===== src/rtl/gmfd_pkg.sv =====
`timescale 1ns / 1ps

package gmfd_pkg;

	localparam int PIX_W          = 8;
	localparam int MAG_W          = 8;
	localparam int FRAME_W_W      = 11;
	localparam int FRAME_H_W      = 13;
	localparam int CFG_DATA_W     = 13;
	localparam int OUT_ROW_W      = 12;
	localparam int OUT_COL_W      = 10;
	localparam int MAX_WIDTH_DEF  = 1024;
	localparam int MAX_HEIGHT_DEF = 4096;
	localparam int JOB_Q_DEPTH    = 2;

	localparam logic [FRAME_W_W-1:0] FRAME_W_RST = 11'd640;
	localparam logic [FRAME_H_W-1:0] FRAME_H_RST = 13'd480;

	typedef enum logic [0:0] {
		CFG_FRAME_WIDTH  = 1'b0,
		CFG_FRAME_HEIGHT = 1'b1
	} cfg_idx_t;

	// one classified pixel with the differences it needs
	typedef struct packed {
		logic [PIX_W-1:0]     dx;
		logic [PIX_W-1:0]     dy;
		logic [PIX_W-1:0]     dl;
		logic [OUT_ROW_W-1:0] row;
		logic [OUT_COL_W-1:0] col;
		logic                 has_above;
		logic                 has_left;
		logic                 has_self;
	} job_t;

endpackage


===== src/rtl/gmfd_back.sv =====
`timescale 1ns / 1ps

module gmfd_back (
	input  logic                           clk,
	input  logic                           arst_n,
	input  logic                           job_empty,
	input  gmfd_pkg::job_t                 job,
	output logic                           job_pop,
	output logic                           empty,
	input  logic                           pop,
	output logic [gmfd_pkg::MAG_W-1:0]     magnitude,
	output logic [gmfd_pkg::OUT_ROW_W-1:0] out_row,
	output logic [gmfd_pkg::OUT_COL_W-1:0] out_col,
	output logic                           last_in_run,
	output logic                           frame_done
);

	import gmfd_pkg::*;

	localparam int SQ_W     = 2 * PIX_W + 2;
	localparam int ROOT_W   = PIX_W + 1;
	localparam int REM_W    = PIX_W + 2;
	localparam int STEP_PER = 3;
	localparam int SL       = 2 * STEP_PER;

	typedef struct packed {
		logic above;
		logic left;
		logic self;
	} pend_t;

	typedef struct packed {
		logic [PIX_W-1:0]     dl;
		logic [OUT_ROW_W-1:0] row;
		logic [OUT_COL_W-1:0] col;
		pend_t                pend;
	} ctx_t;

	typedef struct packed {
		logic [REM_W-1:0]  rem;
		logic [ROOT_W-1:0] root;
	} sq_t;

	logic                 vld_s1;
	logic                 vld_s2;
	logic                 vld_s3;
	logic                 vld_s4;
	logic                 vld_s5;
	logic [SQ_W-1:0]      v_s1;
	logic [SQ_W-1:0]      v_s2;
	logic [SQ_W-1:0]      v_s3;
	sq_t                  sq_s2;
	sq_t                  sq_s3;
	logic [ROOT_W-1:0]    root_s4;
	ctx_t                 ctx_s1;
	ctx_t                 ctx_s2;
	ctx_t                 ctx_s3;
	ctx_t                 ctx_s4;
	pend_t                pend_s5;
	logic [MAG_W-1:0]     mag_s5;
	logic [PIX_W-1:0]     dl_s5;
	logic [OUT_ROW_W-1:0] row_s5;
	logic [OUT_COL_W-1:0] col_s5;

	logic                 rdy1;
	logic                 rdy2;
	logic                 rdy3;
	logic                 rdy4;
	logic                 rdy5;
	logic                 single;
	pend_t                pend_next;
	logic [2*PIX_W-1:0]   sqx;
	logic [2*PIX_W-1:0]   sqy;
	sq_t                  sq_a;
	sq_t                  sq_b;
	sq_t                  sq_c;

	// digit-by-digit integer square root, two bits of the radicand per step
	function automatic sq_t sqrt_steps(input sq_t s, input logic [SL-1:0] bits);
		sq_t              r;
		logic [REM_W+1:0] rx;
		logic [REM_W+1:0] t;
		r = s;
		for (int i = STEP_PER - 1; i >= 0; i--) begin
			rx = {r.rem, bits[2*i +: 2]};
			t  = {1'b0, r.root, 2'b01};
			if (rx >= t) begin
				r.rem  = REM_W'(rx - t);
				r.root = {r.root[ROOT_W-2:0], 1'b1};
			end else begin
				r.rem  = rx[REM_W-1:0];
				r.root = {r.root[ROOT_W-2:0], 1'b0};
			end
		end
		return r;
	endfunction

	assign single = !(pend_s5.above && (pend_s5.left || pend_s5.self)) &&
		!(pend_s5.left && pend_s5.self);

	assign rdy5    = !vld_s5 || (pop && single);
	assign rdy4    = !vld_s4 || rdy5;
	assign rdy3    = !vld_s3 || rdy4;
	assign rdy2    = !vld_s2 || rdy3;
	assign rdy1    = !vld_s1 || rdy2;
	assign job_pop = !job_empty && rdy1;

	assign sqx  = job.dx * job.dx;
	assign sqy  = job.dy * job.dy;
	assign sq_a = sqrt_steps(sq_t'('0), v_s1[SQ_W-1 -: SL]);
	assign sq_b = sqrt_steps(sq_s2, v_s2[SQ_W-1-SL -: SL]);
	assign sq_c = sqrt_steps(sq_s3, v_s3[SL-1:0]);

	always_comb begin
		pend_next = pend_s5;
		if (pend_s5.above) begin
			pend_next.above = 1'b0;
		end else if (pend_s5.left) begin
			pend_next.left = 1'b0;
		end else begin
			pend_next.self = 1'b0;
		end
	end

	always_ff @(posedge clk or negedge arst_n) begin
		if (!arst_n) begin
			vld_s1  <= 1'b0;
			vld_s2  <= 1'b0;
			vld_s3  <= 1'b0;
			vld_s4  <= 1'b0;
			vld_s5  <= 1'b0;
			pend_s5 <= '0;
		end else begin
			if (rdy1) begin
				vld_s1 <= job_pop;
			end
			if (rdy2) begin
				vld_s2 <= vld_s1;
			end
			if (rdy3) begin
				vld_s3 <= vld_s2;
			end
			if (rdy4) begin
				vld_s4 <= vld_s3;
			end
			if (rdy5) begin
				vld_s5  <= vld_s4;
				pend_s5 <= ctx_s4.pend;
			end else if (pop) begin
				pend_s5 <= pend_next;
			end
		end
	end

	always_ff @(posedge clk) begin
		if (rdy1) begin
			v_s1            <= SQ_W'(sqx) + SQ_W'(sqy);
			ctx_s1.dl       <= job.dl;
			ctx_s1.row      <= job.row;
			ctx_s1.col      <= job.col;
			ctx_s1.pend     <= {job.has_above, job.has_left, job.has_self};
		end
		if (rdy2) begin
			sq_s2  <= sq_a;
			v_s2   <= v_s1;
			ctx_s2 <= ctx_s1;
		end
		if (rdy3) begin
			sq_s3  <= sq_b;
			v_s3   <= v_s2;
			ctx_s3 <= ctx_s2;
		end
		if (rdy4) begin
			root_s4 <= sq_c.root;
			ctx_s4  <= ctx_s3;
		end
		if (rdy5) begin
			mag_s5 <= root_s4[ROOT_W-1] ? '1 : root_s4[MAG_W-1:0];
			dl_s5  <= ctx_s4.dl;
			row_s5 <= ctx_s4.row;
			col_s5 <= ctx_s4.col;
		end
	end

	// results of one pixel in order: above, left, self
	assign empty       = !vld_s5;
	assign magnitude   = pend_s5.above ? mag_s5 : (pend_s5.left ? dl_s5 : '0);
	assign out_row     = pend_s5.above ? row_s5 - 1'b1 : row_s5;
	assign out_col     = (!pend_s5.above && pend_s5.left) ? col_s5 - 1'b1 : col_s5;
	assign last_in_run = single;
	assign frame_done  = !pend_s5.above && !pend_s5.left;

endmodule


===== config.mk =====
export PLATFORM = sky130hd
export DESIGN_NAME = gmfd_back
export DESIGN_NICKNAME = d
export VERILOG_FILES = /design/src/rtl/gmfd_pkg.sv /design/src/rtl/gmfd_back.sv
export SDC_FILE = /design/constraint.sdc
export NUM_CORES = 1
export LEC_CHECK = 0
export BUFFER_PORTS_ARGS = -buffer_cell sky130_fd_sc_hd__buf_2
export CAP_MARGIN = 30
export CELL_PAD_IN_SITES_DETAIL_PLACEMENT = 1
export CELL_PAD_IN_SITES_GLOBAL_PLACEMENT = 1
export CORE_ASPECT_RATIO = 1.4
export CORE_MARGIN = 2
export CORE_UTILIZATION = 51
export DETAILED_ROUTE_END_ITERATION = 10
export PLACE_DENSITY_LB_ADDON = 0.1
export SLEW_MARGIN = 5
export SYNTH_ARGS = -nofsm -noshare
export SYNTH_HDL_FRONTEND = slang
export SYNTH_SLANG_ARGS = --single-unit

===== constraint.sdc =====
create_clock -name clk -period 6.9 [get_ports clk]
set_clock_uncertainty 0.15 [all_clocks]
set_input_delay 0.345 -clock clk [delete_from_list [all_inputs] [get_ports clk]]
set_output_delay 0.345 -clock clk [all_outputs]
set_load 0.02 [all_outputs]

==> results.py <==
metrics = {
    "clocking": {
        "cts_max_level": 1,
        "ctsResizeCount": 0,
        "cts_sinks": 251,
        "cts_tree": "built",
        "clkLatencyLatePin_ns": 0.54,
        "clk_path_buf_depth": 3,
        "path_clk_slew_ns": 0.08,
        "numCtsBuffers": 24,
        "root_buffer": "clkbuf_16",
    },
    "sta": {
        "fin_crit_ns": 6.28,
        "setup_tns_ns": 0,
        "layout_worst_path_cycle_share": 0.910,
        "max-slew-margin-rel": 0.506,
        "hold_violations": 0,
        "fin_ws_ns": 0.621,
        "rsz0062_at_grt": "no",
        "clock.fmax_mhz": 159,
        "setup_viol": 0,
        "final_max_slew_viol_count": 0,
        "worstMarginPinSlew_ns": 0.739,
    },
    "worst_hold_path": {
        "hp-class": "input port to async pin",
    },
    "logic_synthesis": {
        "synth_nets": 1360,
        "syn-cell-area_sq_mm": 0.0143,
        "synth-edff-count": 243,
        "synth_top_area_frac": 0.510,
        "synth_seq_cells": 251,
        "yosys.area.top_type": "edfxtp_1",
        "syn_area_per_cell_sq_um": 12.7,
        "syn_inst": 1123,
        "synth.distinct_cells": 71,
        "synth_ff_type": "edfxtp_1",
        "synthTopCellsByArea": "edfxtp_1, fa_1, ha_1",
        "yosys_warnings": 0,
        "yosysSeqAreaShare": 0.524,
        "ys_async_sr_fraction": 0.0319,
    },
    "setup_path": {
        "cp_slowest_cell": "o2111a_1",
        "end_kind": "register",
        "cp_num_buf_inv": 3,
        "start_kind": "register",
        "crit_type": "register to register",
        "path_max_fanout": 10,
        "critPathRequiredTime_ns": 7.03,
        "max_stage_delay_ns": 0.53,
        "path_delay_family": "compound AO/OA/AOI/OAI gates",
        "cp.arrival_ns": 6.41,
    },
    "final_layout": {
        "syn2layout_area_growth_pct": 14.8,
        "mostFrequentLayoutCells": "edfxtp_1, inv_1, ha_1, buf_2, fa_1",
        "final_common_cell": "edfxtp_1",
        "drive_above_1_share": 0.138,
        "nets": 1506,
        "fin_cells": 1658,
    },
    "global_routing": {
        "grt_max_degree": 44,
        "grt_pass1_vias": 9892,
        "grt.total_usage": 0.226,
        "grt_pass1_wl_um": 52100,
        "antenna_found_initial": 1,
        "grt-ovfl-total": 0,
    },
    "flow_run": {
        "max-cap-violations": 0,
    },
    "detailed_routing": {
        "drc": 0,
        "vias": 8846,
        "first_iter_violations": 306,
        "drtPass1Iterations": 4,
        "via_per_inst": 5.34,
        "drtAntennaViolNets": 0,
        "route.final.wire_length_um": 32900,
        "routedWlPerCell_um": 19.8,
    },
    "placement": {
        "portBuffers": 86,
        "dp.cells": 1576,
        "gp_congestion": 0.862,
        "preCtsSetupSlack_ns": 0.437,
        "hpwl_um": 24000,
    },
    "die": {
        "ios": 87,
        "dieArea_sq_mm": 0.0294,
        "core_sq_mm": 0.0277,
        "num_rows": 72,
        "die-width_um": 146,
        "start_util": 0.517,
        "die_height_um": 202,
    },
    "outcome": {
        "status": "complete, no violations",
    },
}
## state kept, by name, indices dropped and copies added (netlist names), 6 cells and up
name	count
col_s5	10
ctx_s2	33
ctx_s1	33
row_s5	12
dl_s5	8
root_s4	9
ctx_s3	33
sq_s2	13
v_s2	12
sq_s3	16
mag_s5	8
v_s3	6
ctx_s4	33
v_s1	17
## kinds of logic (layout without fill, tap and decap cells)
| family | Yosys count | count (layout) | synth area share |
|---|---|---|---|
| AOI/OAI and AO/OA | 163 | 163 | 0.0770 |
| xor gates and xnor gates | 74 | 74 | 0.0453 |
| adders and majority gates | 184 | 184 | 0.201 |
| buffers and inverters | 171 | 335 | 0.0451 |
| DFF | 251 | 251 | 0.524 |
| muxes | 17 | 17 | 0.0128 |
| other | 0 | 1 | 0 |
| and+or+nand+nor | 263 | 263 | 0.0952 |
## final cells by class
type	instances	area [sq um]
Fill cell	2798	11200
Multi-Input combinational cell	701	6170
Inverter	152	573
Clock inverter	9	82.6
Antenna cell	1	2.50
Timing Repair Buffer	139	931
Tap cell	370	463
Sequential cell	251	7500
Clock buffer	35	712
## metal layers
metal,GRT usage,share of wire,vias up
met2,0.460,0.57,148
met5,0,0,-
li1,-,-,4219
met1,0.236,0.37,4417
met4,0.0798,0.036,0
met3,0.0257,0.025,62
## repair_timing
action / 4_1_cts / 5_1_grt
hold buffers: 36 / 0
hold endpoints to repair: 43 / 0
setup buffers: 0 / 0
setup endpoints to repair: 0 / 0
## synth_stat cells (all sizes together) (3+ instances only)
cell,number
nand2b,14
nor2,48
edfxtp,243
a2111oi,3
mux2i,7
o21bai,6
o31ai,3
o211ai,6
inv,152
or2,12
nand3,11
o21ai,30
xor2,30
clkbuf,17
xnor2,44
o211a,4
fa,76
a22o,9
o21a,4
and2,36
a21o,12
ha,108
o22ai,3
or4,4
a21oi,49
nor3,20
nand4,4
nor4,8
nor2b,15
and3,7
mux2,10
a31oi,3
dfrtp,8
nand2,72
## through the flow
| stage | hold slack (ns) | instance area, sq um | util |
|---|---|---|---|
| 2_1_floorplan | -0.101 | 14300 | - |
| 3_3_place_gp | 0.0584 | 15300 | 0.552 |
| 3_5_place_dp | 0.0711 | 15300 | 0.552 |
| 4_1_cts | 0.0761 | 16400 | 0.593 |
| 5_1_grt | 0.0653 | 16400 | 0.594 |
| 6_report | 0.0653 | 16400 | 0.594 |
## final timing paths
path	endpoint	slack, ns	start	cells after the start
worst max-delay path	root_s4[0]$_DFFE_PP_	0.62	sq_s3[3]$_DFFE_PP_	25
worst min-delay path	pend_s5[2]$_DFFE_PN0P_	0.07	arst_n	2
worst max register to register	root_s4[0]$_DFFE_PP_	0.62	sq_s3[3]$_DFFE_PP_	25
worst min register to register	ctx_s3[23]$_DFFE_PP_	0.27	ctx_s2[23]$_DFFE_PP_	0
max in group asynchronous	vld_s1$_DFFE_PN0N_	6.32	arst_n	2
min in group clk	v_s1[0]$_DFFE_PN_	0.15	job[41]	2
Power is not shown: default switching activity piles up to over one toggle a cycle in this logic, so the estimate is an artifact.
