**src/rtl/gmfd_fifo.sv**
```systemverilog
`timescale 1ns / 1ps

module gmfd_fifo #(
	parameter int WIDTH = 8,
	parameter int DEPTH = 2
) (
	input  logic             clk,
	input  logic             arst_n,
	input  logic             push,
	output logic             full,
	input  logic [WIDTH-1:0] din,
	input  logic             pop,
	output logic             empty,
	output logic [WIDTH-1:0] dout
);

	localparam int AW = (DEPTH > 1) ? $clog2(DEPTH) : 1;

	logic [WIDTH-1:0] mem_q [DEPTH];
	logic [AW-1:0]    wr_q;
	logic [AW-1:0]    rd_q;
	logic [AW:0]      cnt_q;
	logic             wr;
	logic             rd;

	assign full  = (cnt_q == (AW+1)'(DEPTH));
	assign empty = (cnt_q == '0);
	assign wr    = push && !full;
	assign rd    = pop && !empty;
	assign dout  = mem_q[rd_q];

	always_ff @(posedge clk or negedge arst_n) begin
		if (!arst_n) begin
			wr_q  <= '0;
			rd_q  <= '0;
			cnt_q <= '0;
		end else begin
			if (wr) begin
				wr_q <= (wr_q == AW'(DEPTH - 1)) ? '0 : wr_q + 1'b1;
			end
			if (rd) begin
				rd_q <= (rd_q == AW'(DEPTH - 1)) ? '0 : rd_q + 1'b1;
			end
			case ({wr, rd})
				2'b10: cnt_q <= cnt_q + 1'b1;
				2'b01: cnt_q <= cnt_q - 1'b1;
				default: ;
			endcase
		end
	end

	always_ff @(posedge clk) begin
		if (wr) begin
			mem_q[wr_q] <= din;
		end
	end

endmodule

```
**config.mk**
```make
export PLATFORM = sky130hd
export DESIGN_NAME = gmfd_fifo
export DESIGN_NICKNAME = d
export VERILOG_FILES = /design/src/rtl/gmfd_fifo.sv
export SDC_FILE = /design/constraint.sdc
export NUM_CORES = 1
export LEC_CHECK = 0
export ABC_AREA = 1
export BUFFER_PORTS_ARGS = -buffer_cell sky130_fd_sc_hd__clkbuf_2
export CAP_MARGIN = 15
export CELL_PAD_IN_SITES_DETAIL_PLACEMENT = 0
export CELL_PAD_IN_SITES_GLOBAL_PLACEMENT = 2
export CORE_MARGIN = 5
export CORE_UTILIZATION = 31
export DETAILED_ROUTE_END_ITERATION = 8
export PLACE_DENSITY = 0.73
export SLEW_MARGIN = 20
export SYNTH_ARGS = -nofsm -noshare
export SYNTH_HDL_FRONTEND = slang
export SYNTH_SLANG_ARGS = --single-unit
```
**constraint.sdc**
```tcl
create_clock -name clk -period 1.8 [get_ports clk]
set_clock_uncertainty 0.05 [all_clocks]
set_input_delay 0.09 -clock clk [delete_from_list [all_inputs] [get_ports clk]]
set_output_delay 0.09 -clock clk [all_outputs]
set_load 0.05 [all_outputs]
```
==> results.md, run 1 <==
Status:
- The run finished with clean final reports.

GRT:
- The total global routing overflow is 0.
- The number of global-route vias before repair is 580.
- For this run, the total global-route usage over all layers was measured as 9.06%.
- The first global-routing pass estimated 2460 um of wire.
- The maximum number of pins on one net before global-route repair is 13.
- The initial antenna violation count came to 0.

Job:
- The number of max-capacitance violations reported is 0.

Critical path:
- The cell seen most often among critical-path stages is sky130_fd_sc_hd__nand2_1.
- Broken down by cell family, the worst path's largest delay share belongs to flip-flops.
- The depth of the worst register-to-register path is 9.
- Data on the critical path is required at its endpoint by 1.66 ns.
- In this run the critical register-to-register path is launched from cnt_q[0]$_DFFE_PN0P_.
- The worst register-to-register path ends at cnt_q[1]$_DFFE_PN0P_.
- Together, buffers and inverters on the worst path number 2.
- The worst setup path is captured at an output pin.
- The worst setup path is of the reg2out kind.
- The type of origin of the critical path is a flip-flop.
- The signal on the critical path passes through inv_2 -> nand2_1 -> nand2_1 -> clkbuf_2.
- Of all nets on the critical path, the largest fanout is 10.
- The flop-to-flop setup slack is 0.36 ns.
- The data arrival at the endpoint of the critical path is 1.43 ns.
- In this design, the stage delay of the slowest critical-path cell is 0.52 ns.
- The slowest stage cell on the critical path is sky130_fd_sc_hd__dfrtp_1.

Timing:
- The minimum period implied by the final worst setup slack is 1.57 ns.
- The worst pin sits at a relative slew slack of 77.1%.
- The setup TNS after final layout is 0 ns.
- The final hold violation count is 0.
- Setup repair after global routing left no endpoint under its margin.
- In the finished design, the share of the clock period the worst path needs comes to 87.5%.
- The highest attainable clock frequency is 635 MHz.
- The total count of max-transition violations in the final report is 0.
- The actual slew at the worst max-slew pin is 0.343 ns.
- Setup violations remaining at the end of the flow were counted as 0.

Hold path:
- The worst hold path passes through 3 cells.
- For hold timing, the worst endpoint is wr_q$_DFFE_PN0P_.
- The class of the tightest hold or removal check is in2reg.
- The worst hold path startpoint is push.

Floorplanning:
- The floorplan has 18 rows.
- After floorplanning, the core was sized to cover 2500 sq um.
- During I/O placement, the number of pins put on the boundary was 22.
- Measured along the y axis, the die boundary spans 61.3 um.
- In this run the horizontal extent of the chip is 61.3 um.
- For this configuration, the core starts out at a cell density of 32.7%.
- The floorplan step defined a die boundary enclosing 3760 sq um.

Place:
- The number of cells in the design after placement is 125.
- The number of buffers inserted by port buffering is 21.
- Routability-driven placement finished with a final weighted congestion of 0.701.
- Detailed placement finished with a half-perimeter wire length of 1030 um.

Layout:
- The number of cells in the finished layout apart from fillers is 139.
- The filler cells instantiated in the layout total 245.
- After the last flow step, the layout net total stands at 123.
- For this run, the share of the core covered by cells in the final layout is 44.6%.
- The layout overhead on the synthesized area is 36.4%.
- The number of antenna diodes is 0.
- The ratio of cells with drive above 1 in the final layout is 30.3%.

Pwr:
- IR analysis of the VDD net gives a maximum drop of 0.891 mV.
- In this run the static leakage power is 0.533 nW.
- The power density of the placed cells is 1820 nW/um^2.

CTS:
- The clock net in this run drives a total of 20 sinks.
- The maximum clock path buffer count is 2.
- The maximum level of the CTS H-tree is 1.
- For the worst-skew pair, the clock arrives at the later sink with an insertion delay of 0.29 ns.
- The TritonCTS buffer count is 3.
- Clock-pin slew was measured on the worst setup and hold paths at 0.11 ns.
- TritonCTS built the clock tree.
- The number of cells upsized or downsized after cts is 0.
- The library cell used as clock root buffer is sky130_fd_sc_hd__clkbuf_4.

Drt:
- The detail-routed via count per cell is 4.17.
- The wire length per cell after detailed routing is 10.3 um.
- After detailed routing, the number of remaining DRC violations is 0.
- The routed wire length is 1430 um.
- The number of design-rule violations left by the first detailed-router iteration is 9.
- The overall via count from detail_route is 580.
- The remaining antenna violation count after routing is 0.
- The length of the first detailed-routing pass in iterations is 3.

Yosys:
- The most common cell in the netlist is sky130_fd_sc_hd__nand2_1.
- The synthesized design contains 16 enable-type register cells.
- The cell type with the highest aggregate area in the netlist is sky130_fd_sc_hd__edfxtp_1.
- After synthesis, the largest family of logic cells by area is simple AND/OR/NAND/NOR gates.
- In this run, synthesis produced a sequential element count of 20.
- Summed over its instances, the top area cell type makes up 58.8% of the synthesized netlist area.
- Counting flops with an async set or reset pin after synthesis yields a share of 20.0%.
- Multiplexer cells account for 0% of the synthesized area.
- The most used flip-flop cell after synthesis is sky130_fd_sc_hd__edfxtp_1.
- The commonest cells after synthesis are sky130_fd_sc_hd__nand2_1 (32), sky130_fd_sc_hd__edfxtp_1 (16), sky130_fd_sc_hd__inv_1 (7).
- The number of nets handed over by synthesis was 87.
- The gate count after technology mapping is 74.
- The number of library cell types mapped by synthesis is 14.
- The share of synthesized cell area in full adder, half adder and majority cells is 1.53%.
- The basic-gate share of the synthesized area counting and, or, nand and nor cells is 20.1%.
- After synthesis the cells add up to 817 sq um.
- Yosys printed 0 warnings.
- The area fraction in compound gates after synthesis is 1.07%.
- The xor/xnor share of the synthesized area is 1.07%.
- Of the synthesized area, sequential elements account for 71.1%.
- In the post-synthesis netlist, the biggest area contributors are sky130_fd_sc_hd__edfxtp_1 (59%), sky130_fd_sc_hd__nand2_1 (15%), sky130_fd_sc_hd__dfrtp_1 (12%).
- The average instance in the mapped netlist occupies 11.0 sq um.
-- layout by cell type, fill, tap and decap left out, drive strengths merged --
master and count:
bufinv 1, inv 10, nand4 1, nor2 2, ha 1, clkbuf 24
dfrtp 4, nand3 3, o21ai 1, dlygate4sd3 10, buf 1, edfxtp 16
nand2 34, xnor2 1
-- per-stage QoR --
| stage | total power [mW] | instance area, sq um | hold slack [ns] | worst slack (ns) |
|---|---|---|---|---|
| 6_report | 2.03 | 1110 | 0.0196 | 0.226 |
| 5_1_grt | 2.18 | 1110 | 0.0194 | 0.0575 |
| 4_1_cts | 2.07 | 1110 | 0.00794 | 0.168 |
| 3_5_place_dp | 1.69 | 962 | -0.146 | 0.371 |
| 3_3_place_gp | 1.69 | 962 | -0.143 | 0.397 |
| 2_1_floorplan | 1.47 | 817 | -0.256 | 0.308 |
-- layout make-up --
class / count / area [sq um] / share of cell area [%]
multi-input cells: 43 / 194 / 17.4
clock buffers: 3 / 22.5 / 2.02
clock inverters: 1 / 30.0 / 2.69
flip-flops and latches: 20 / 581 / 52.1
repair buffers: 32 / 213 / 19.1
inverters: 10 / 37.5 / 3.37
well taps: 30 / 37.5 / 3.37
-- repair_timing --
item / CTS / global route
endpoints found under the hold margin: 21 / 0
setup buffers: 0 / 0
hold buffers: 10 / 0
-- worst max path at each step --
| stage | start | to | slack (ns) | cells after the start |
|---|---|---|---|---|
| finish | rd_q$_DFFE_PN0P_ | dout[6] | 0.23 | 4 |
| global placement | cnt_q[0]$_DFFE_PN0P_ | cnt_q[1]$_DFFE_PN0P_ | 0.40 | 9 |
| floorplan | cnt_q[0]$_DFFE_PN0P_ | mem_q[0][0]$_DFFE_PP_ | 0.31 | 4 |
| CTS | rd_q$_DFFE_PN0P_ | dout[6] | 0.17 | 4 |
| detailed placement | cnt_q[1]$_DFFE_PN0P_ | cnt_q[1]$_DFFE_PN0P_ | 0.37 | 9 |
| global route | rd_q$_DFFE_PN0P_ | dout[5] | 0.06 | 4 |
-- worst min-delay path: stages --
cell and delay [ns]:
sky130_fd_sc_hd__clkbuf_2 0.10, sky130_fd_sc_hd__nand3_1 0.09, sky130_fd_sc_hd__nand2_1 0.05
-- power by group --
part | switching [mW] | total [mW] | internal (mW)
clock network | 0.132 | 0.357 | 0.225
registers | 0.0824 | 0.724 | 0.642
logic | 0.721 | 0.953 | 0.232
total | 0.935 | 2.03 | 1.10
-- flip-flops by register name, indices dropped and copies added, names as in the netlist --
signal,flops
wr_q,1
cnt_q,2
mem_q,16
rd_q,1
-- per-layer routing --
layer / GRT usage, % / wire [um] / up-vias
met5: 0 / 0 / -
met2: 14.5 / 659 / 15
li1: - / - / 308
met3: 2.10 / 111 / 2
met4: 4.55 / 15 / 0
met1: 11.5 / 647 / 255
-- logic make-up after synthesis --
kind of cell / Yosys count
AOI/OAI and AO/OA: 1
xor gates and xnor gates: 1
adders and majority gates: 1
buffers and inverters: 11
DFF: 20
and+or+nand+nor: 40
Note: power is estimated with default switching activity, not from simulation.
==> run 2, diff against run 1 <==
--- a/config.mk
+++ b/config.mk
@@ -13,7 +13,8 @@
 export CORE_MARGIN = 5
 export CORE_UTILIZATION = 31
 export DETAILED_ROUTE_END_ITERATION = 8
-export PLACE_DENSITY = 0.73
+export PLACE_DENSITY = 0.76
+export RECOVER_POWER = 50
 export SLEW_MARGIN = 20
 export SYNTH_ARGS = -nofsm -noshare
 export SYNTH_HDL_FRONTEND = slang
==> results.md, run 2 (synthesis results as in run 1) <==
Timing:
- The worst-case headroom to the max-slew limit is 67.7% (-9.4 points).
- The minimum setup slack in the final design is 0.218 ns (-0.00785 ns).
- The setup TNS after final layout is 0 ns (unchanged).
- The final hold violation count is 0 (unchanged).
- The total count of max-transition violations in the final report came to 0 (unchanged).
- The period utilization came to 87.9% (+0.44 points).
- The actual slew at the worst max-slew pin is 0.485 ns (+0.141 ns).
- The minimum period implied by the final worst setup slack came to 1.58 ns (+0.00785 ns).
- Setup repair after global routing left no endpoint under its margin.
- The total of endpoints with negative setup slack in the final report is 0 (unchanged).
- The highest attainable clock frequency was 632 MHz (-0.50%).

Critical path:
- The critical path class is reg2out.
- The sum of buffers and inverters on the critical path came to 2 (unchanged).
- The source of the critical timing path is rd_q$_DFFE_PN0P_.
- The required time reported for the critical path endpoint came to 1.66 ns (about the same).
- The data arrival at the endpoint of the critical path came to 1.44 ns (about the same).
- Traced cell by cell, the critical path runs through inv_2 -> nand2_1 -> nand2_1 -> clkbuf_2.
- The maximum fanout count along the critical path is 10 (unchanged).
- The cell seen most often among critical-path stages is sky130_fd_sc_hd__nand2_1.
- The capturing element type of the critical path is an output pin.
- The slowest stage of the critical path belongs to the cell sky130_fd_sc_hd__dfrtp_1.
- Broken down by cell family, the worst path's largest delay share belongs to flip-flops.
- The launching point of the worst reg2reg path is cnt_q[1]$_DFFE_PN0P_.
- The delay contributed by the slowest stage of the critical path is 0.53 ns (about the same).
- STA classifies the critical path startpoint as a flip-flop.

Drt:
- The wire length per cell after detailed routing is 10.7 um (+4.0%).
- The detail-routed via count per cell is 4.16 (-0.34%).
- The overall via count from detail_route came to 578 (-0.34%).
- The detailed-route DRC error count is 0 (unchanged).
- The routed wire length is 1490 um (+4.0%).
- The number of design-rule violations left by the first detailed-router iteration came to 11 (+2).
- The remaining antenna violation count after routing is 0 (unchanged).
- The length of the first detailed-routing pass in iterations is 3 (unchanged).

Floorplanning:
- The full die area is 3760 sq um (unchanged).
- The number of top-level pins was 22 (unchanged).
- The core area came to 2500 sq um (unchanged).
- The number of cell rows came to 18 (unchanged).
- The effective utilization at floorplan was 32.7% (unchanged).
- The width of the chip is 61.3 um (unchanged).
- The height of the die was 61.3 um (unchanged).

Layout:
- The total area of multi-input combinational cells was 188 sq um (-3.2%).
- In the layout the commonest cells are sky130_fd_sc_hd__nand2_1 (32), sky130_fd_sc_hd__edfxtp_1 (16), sky130_fd_sc_hd__clkbuf_2 (14), sky130_fd_sc_hd__dlygate4sd3_1 (10), sky130_fd_sc_hd__clkbuf_1 (8).
- The number of fill cells in the layout was 245 (unchanged).
- The number of cells in the finished layout apart from fillers is 139 (unchanged).
- The flip-flop count of the largest register, all copies and words added is 16 (unchanged).
- The number of antenna diodes is 0 (unchanged).
- The library cell used most frequently in the layout, excluding fill and tap cells, is sky130_fd_sc_hd__nand2_1.
- The layout overhead on the synthesized area is 34.1%.
- The register area is 581 sq um (unchanged).
- In the final layout, the registers with the most flip-flops are mem_q (16), cnt_q (2).
- The net count of the finished layout is 123 (unchanged).
- The ratio of cells with drive above 1 in the final layout is 21.1% (-9.2 points).
- More flip-flops sit in one register than any other, and that register is mem_q.

GRT:
- The maximum number of pins on one net before global-route repair is 13 (unchanged).
- The wire length of the first global-routing pass was 2300 um (-6.2%).
- The total global routing overflow is 0 (unchanged).
- The total global routing track utilization was 8.86% (-0.20 points).
- The number of global-route vias before repair was 521 (-10%).
- The initial antenna violation count was 0 (unchanged).

Job:
- The number of max-capacitance violations reported is 0 (unchanged).

CTS:
- The clock sink total is 20 (unchanged).
- The post-CTS setup repair buffer count was 0 (unchanged).
- The clock latency on the worst-skew pair is 0.29 ns (about the same).
- The TritonCTS clock tree is built.
- The clock input transition at the sequential cells of the worst setup and hold paths is 0.11 ns (about the same).
- The maximum level of the CTS H-tree came to 1 (unchanged).
- The maximum clock path buffer count is 2 (unchanged).
- The quantity of hold-fixing buffers added after cts was 10 (unchanged).
- The number of cells upsized or downsized after cts is 0 (unchanged).
- The tree is rooted in a sky130_fd_sc_hd__clkbuf_4.
- The TritonCTS buffer count came to 3 (unchanged).

Status:
- The flow ran to the end, and the final reports show no timing, DRC or antenna violations.

Pwr:
- The total leakage power was 0.507 nW (-4.8%).
- The power density of the placed cells is 1840 nW/um^2 (+0.77%).
- The largest voltage drop on the vdd net is 0.906 mV (+1.7%).

Place:
- The number of buffers inserted by port buffering is 21 (unchanged).
- The number of cells in the design after placement is 125 (unchanged).
- The half-perimeter wire length of the detailed placement result was 1070 um (+4.1%).
- The minimum setup slack after placement was 0.368 ns (-0.00383 ns).
- The global placer's final weighted congestion is 0.804 (+15%).

Hold path:
- The class of the tightest hold or removal check is in2reg.
- In this run the most critical hold path is launched from push.
[run 2: cell count changes in the layout (fill, tap and decap cells not counted)]
cell | before | now
sky130_fd_sc_hd__buf_4 | 1 | 0
sky130_fd_sc_hd__nor2_1 | 1 | 2
sky130_fd_sc_hd__clkbuf_2 | 21 | 14
sky130_fd_sc_hd__o21ai_2 | 1 | 0
sky130_fd_sc_hd__clkbuf_1 | 0 | 8
sky130_fd_sc_hd__nor2_2 | 1 | 0
sky130_fd_sc_hd__o21ai_0 | 0 | 1
[run 2: worst register-to-register path, stage by stage (launching register included)]
cell and delay (ns):
sky130_fd_sc_hd__dfrtp_1 0.39, sky130_fd_sc_hd__inv_1 0.11, sky130_fd_sc_hd__o21ai_0 0.16, sky130_fd_sc_hd__nor2_1 0.12, sky130_fd_sc_hd__clkbuf_1 0.40
[run 2: final timing paths]
path | to | slack, ns | cells after the start
min in group asynchronous | rd_q$_DFFE_PN0P_ | 0.10 | 2
worst max register to register | mem_q[1][5]$_DFFE_PP_ | 0.23 | 4
max in group asynchronous | cnt_q[1]$_DFFE_PN0P_ | 1.39 | 2
worst min register to register | cnt_q[1]$_DFFE_PN0P_ | 0.43 | 2
worst min-delay path | wr_q$_DFFE_PN0P_ | 0.004 | 3
worst max-delay path | dout[0] | 0.22 | 4
[run 2: power by group]
part           switching [mW]  total, mW  internal [mW]
Sequential             0.0768      0.719          0.643
Clock                   0.135      0.360          0.225
Combinational           0.716      0.936          0.220
Total                   0.928       2.01           1.09
[run 2: area by class of cell]
| class | instances | area share (%) |
|---|---|---|
| Clock buffer | 3 | 2.05 |
| Clock inverter | 1 | 2.74 |
| Sequential cell | 20 | 53.0 |
| Inverter | 10 | 3.42 |
| Multi-Input combinational cell | 43 | 17.1 |
| Tap cell | 30 | 3.42 |
| Timing Repair Buffer | 32 | 18.3 |
[run 2: routing by layer]
layer  GRT usage, %  wire, um  vias to the layer above
met1           10.5       664                      258
met5              0         0                        -
met4           1.82        12                        0
li1               -         -                      304
met3           4.40        99                        2
met2           14.7       713                       14
[run 2: metrics by stage]
step / util [%] / hold WS, ns / power (mW) / area [sq um]
3_5_place_dp: 38.5 / -0.141 / 1.69 / 962
5_1_grt: 43.8 / 0.0126 / 2.15 / 1100
3_3_place_gp: 38.5 / -0.142 / 1.69 / 962
6_report: 43.8 / 0.00392 / 2.01 / 1100
4_1_cts: 44.6 / 0.0150 / 2.07 / 1110
2_1_floorplan: - / -0.256 / 1.47 / 817
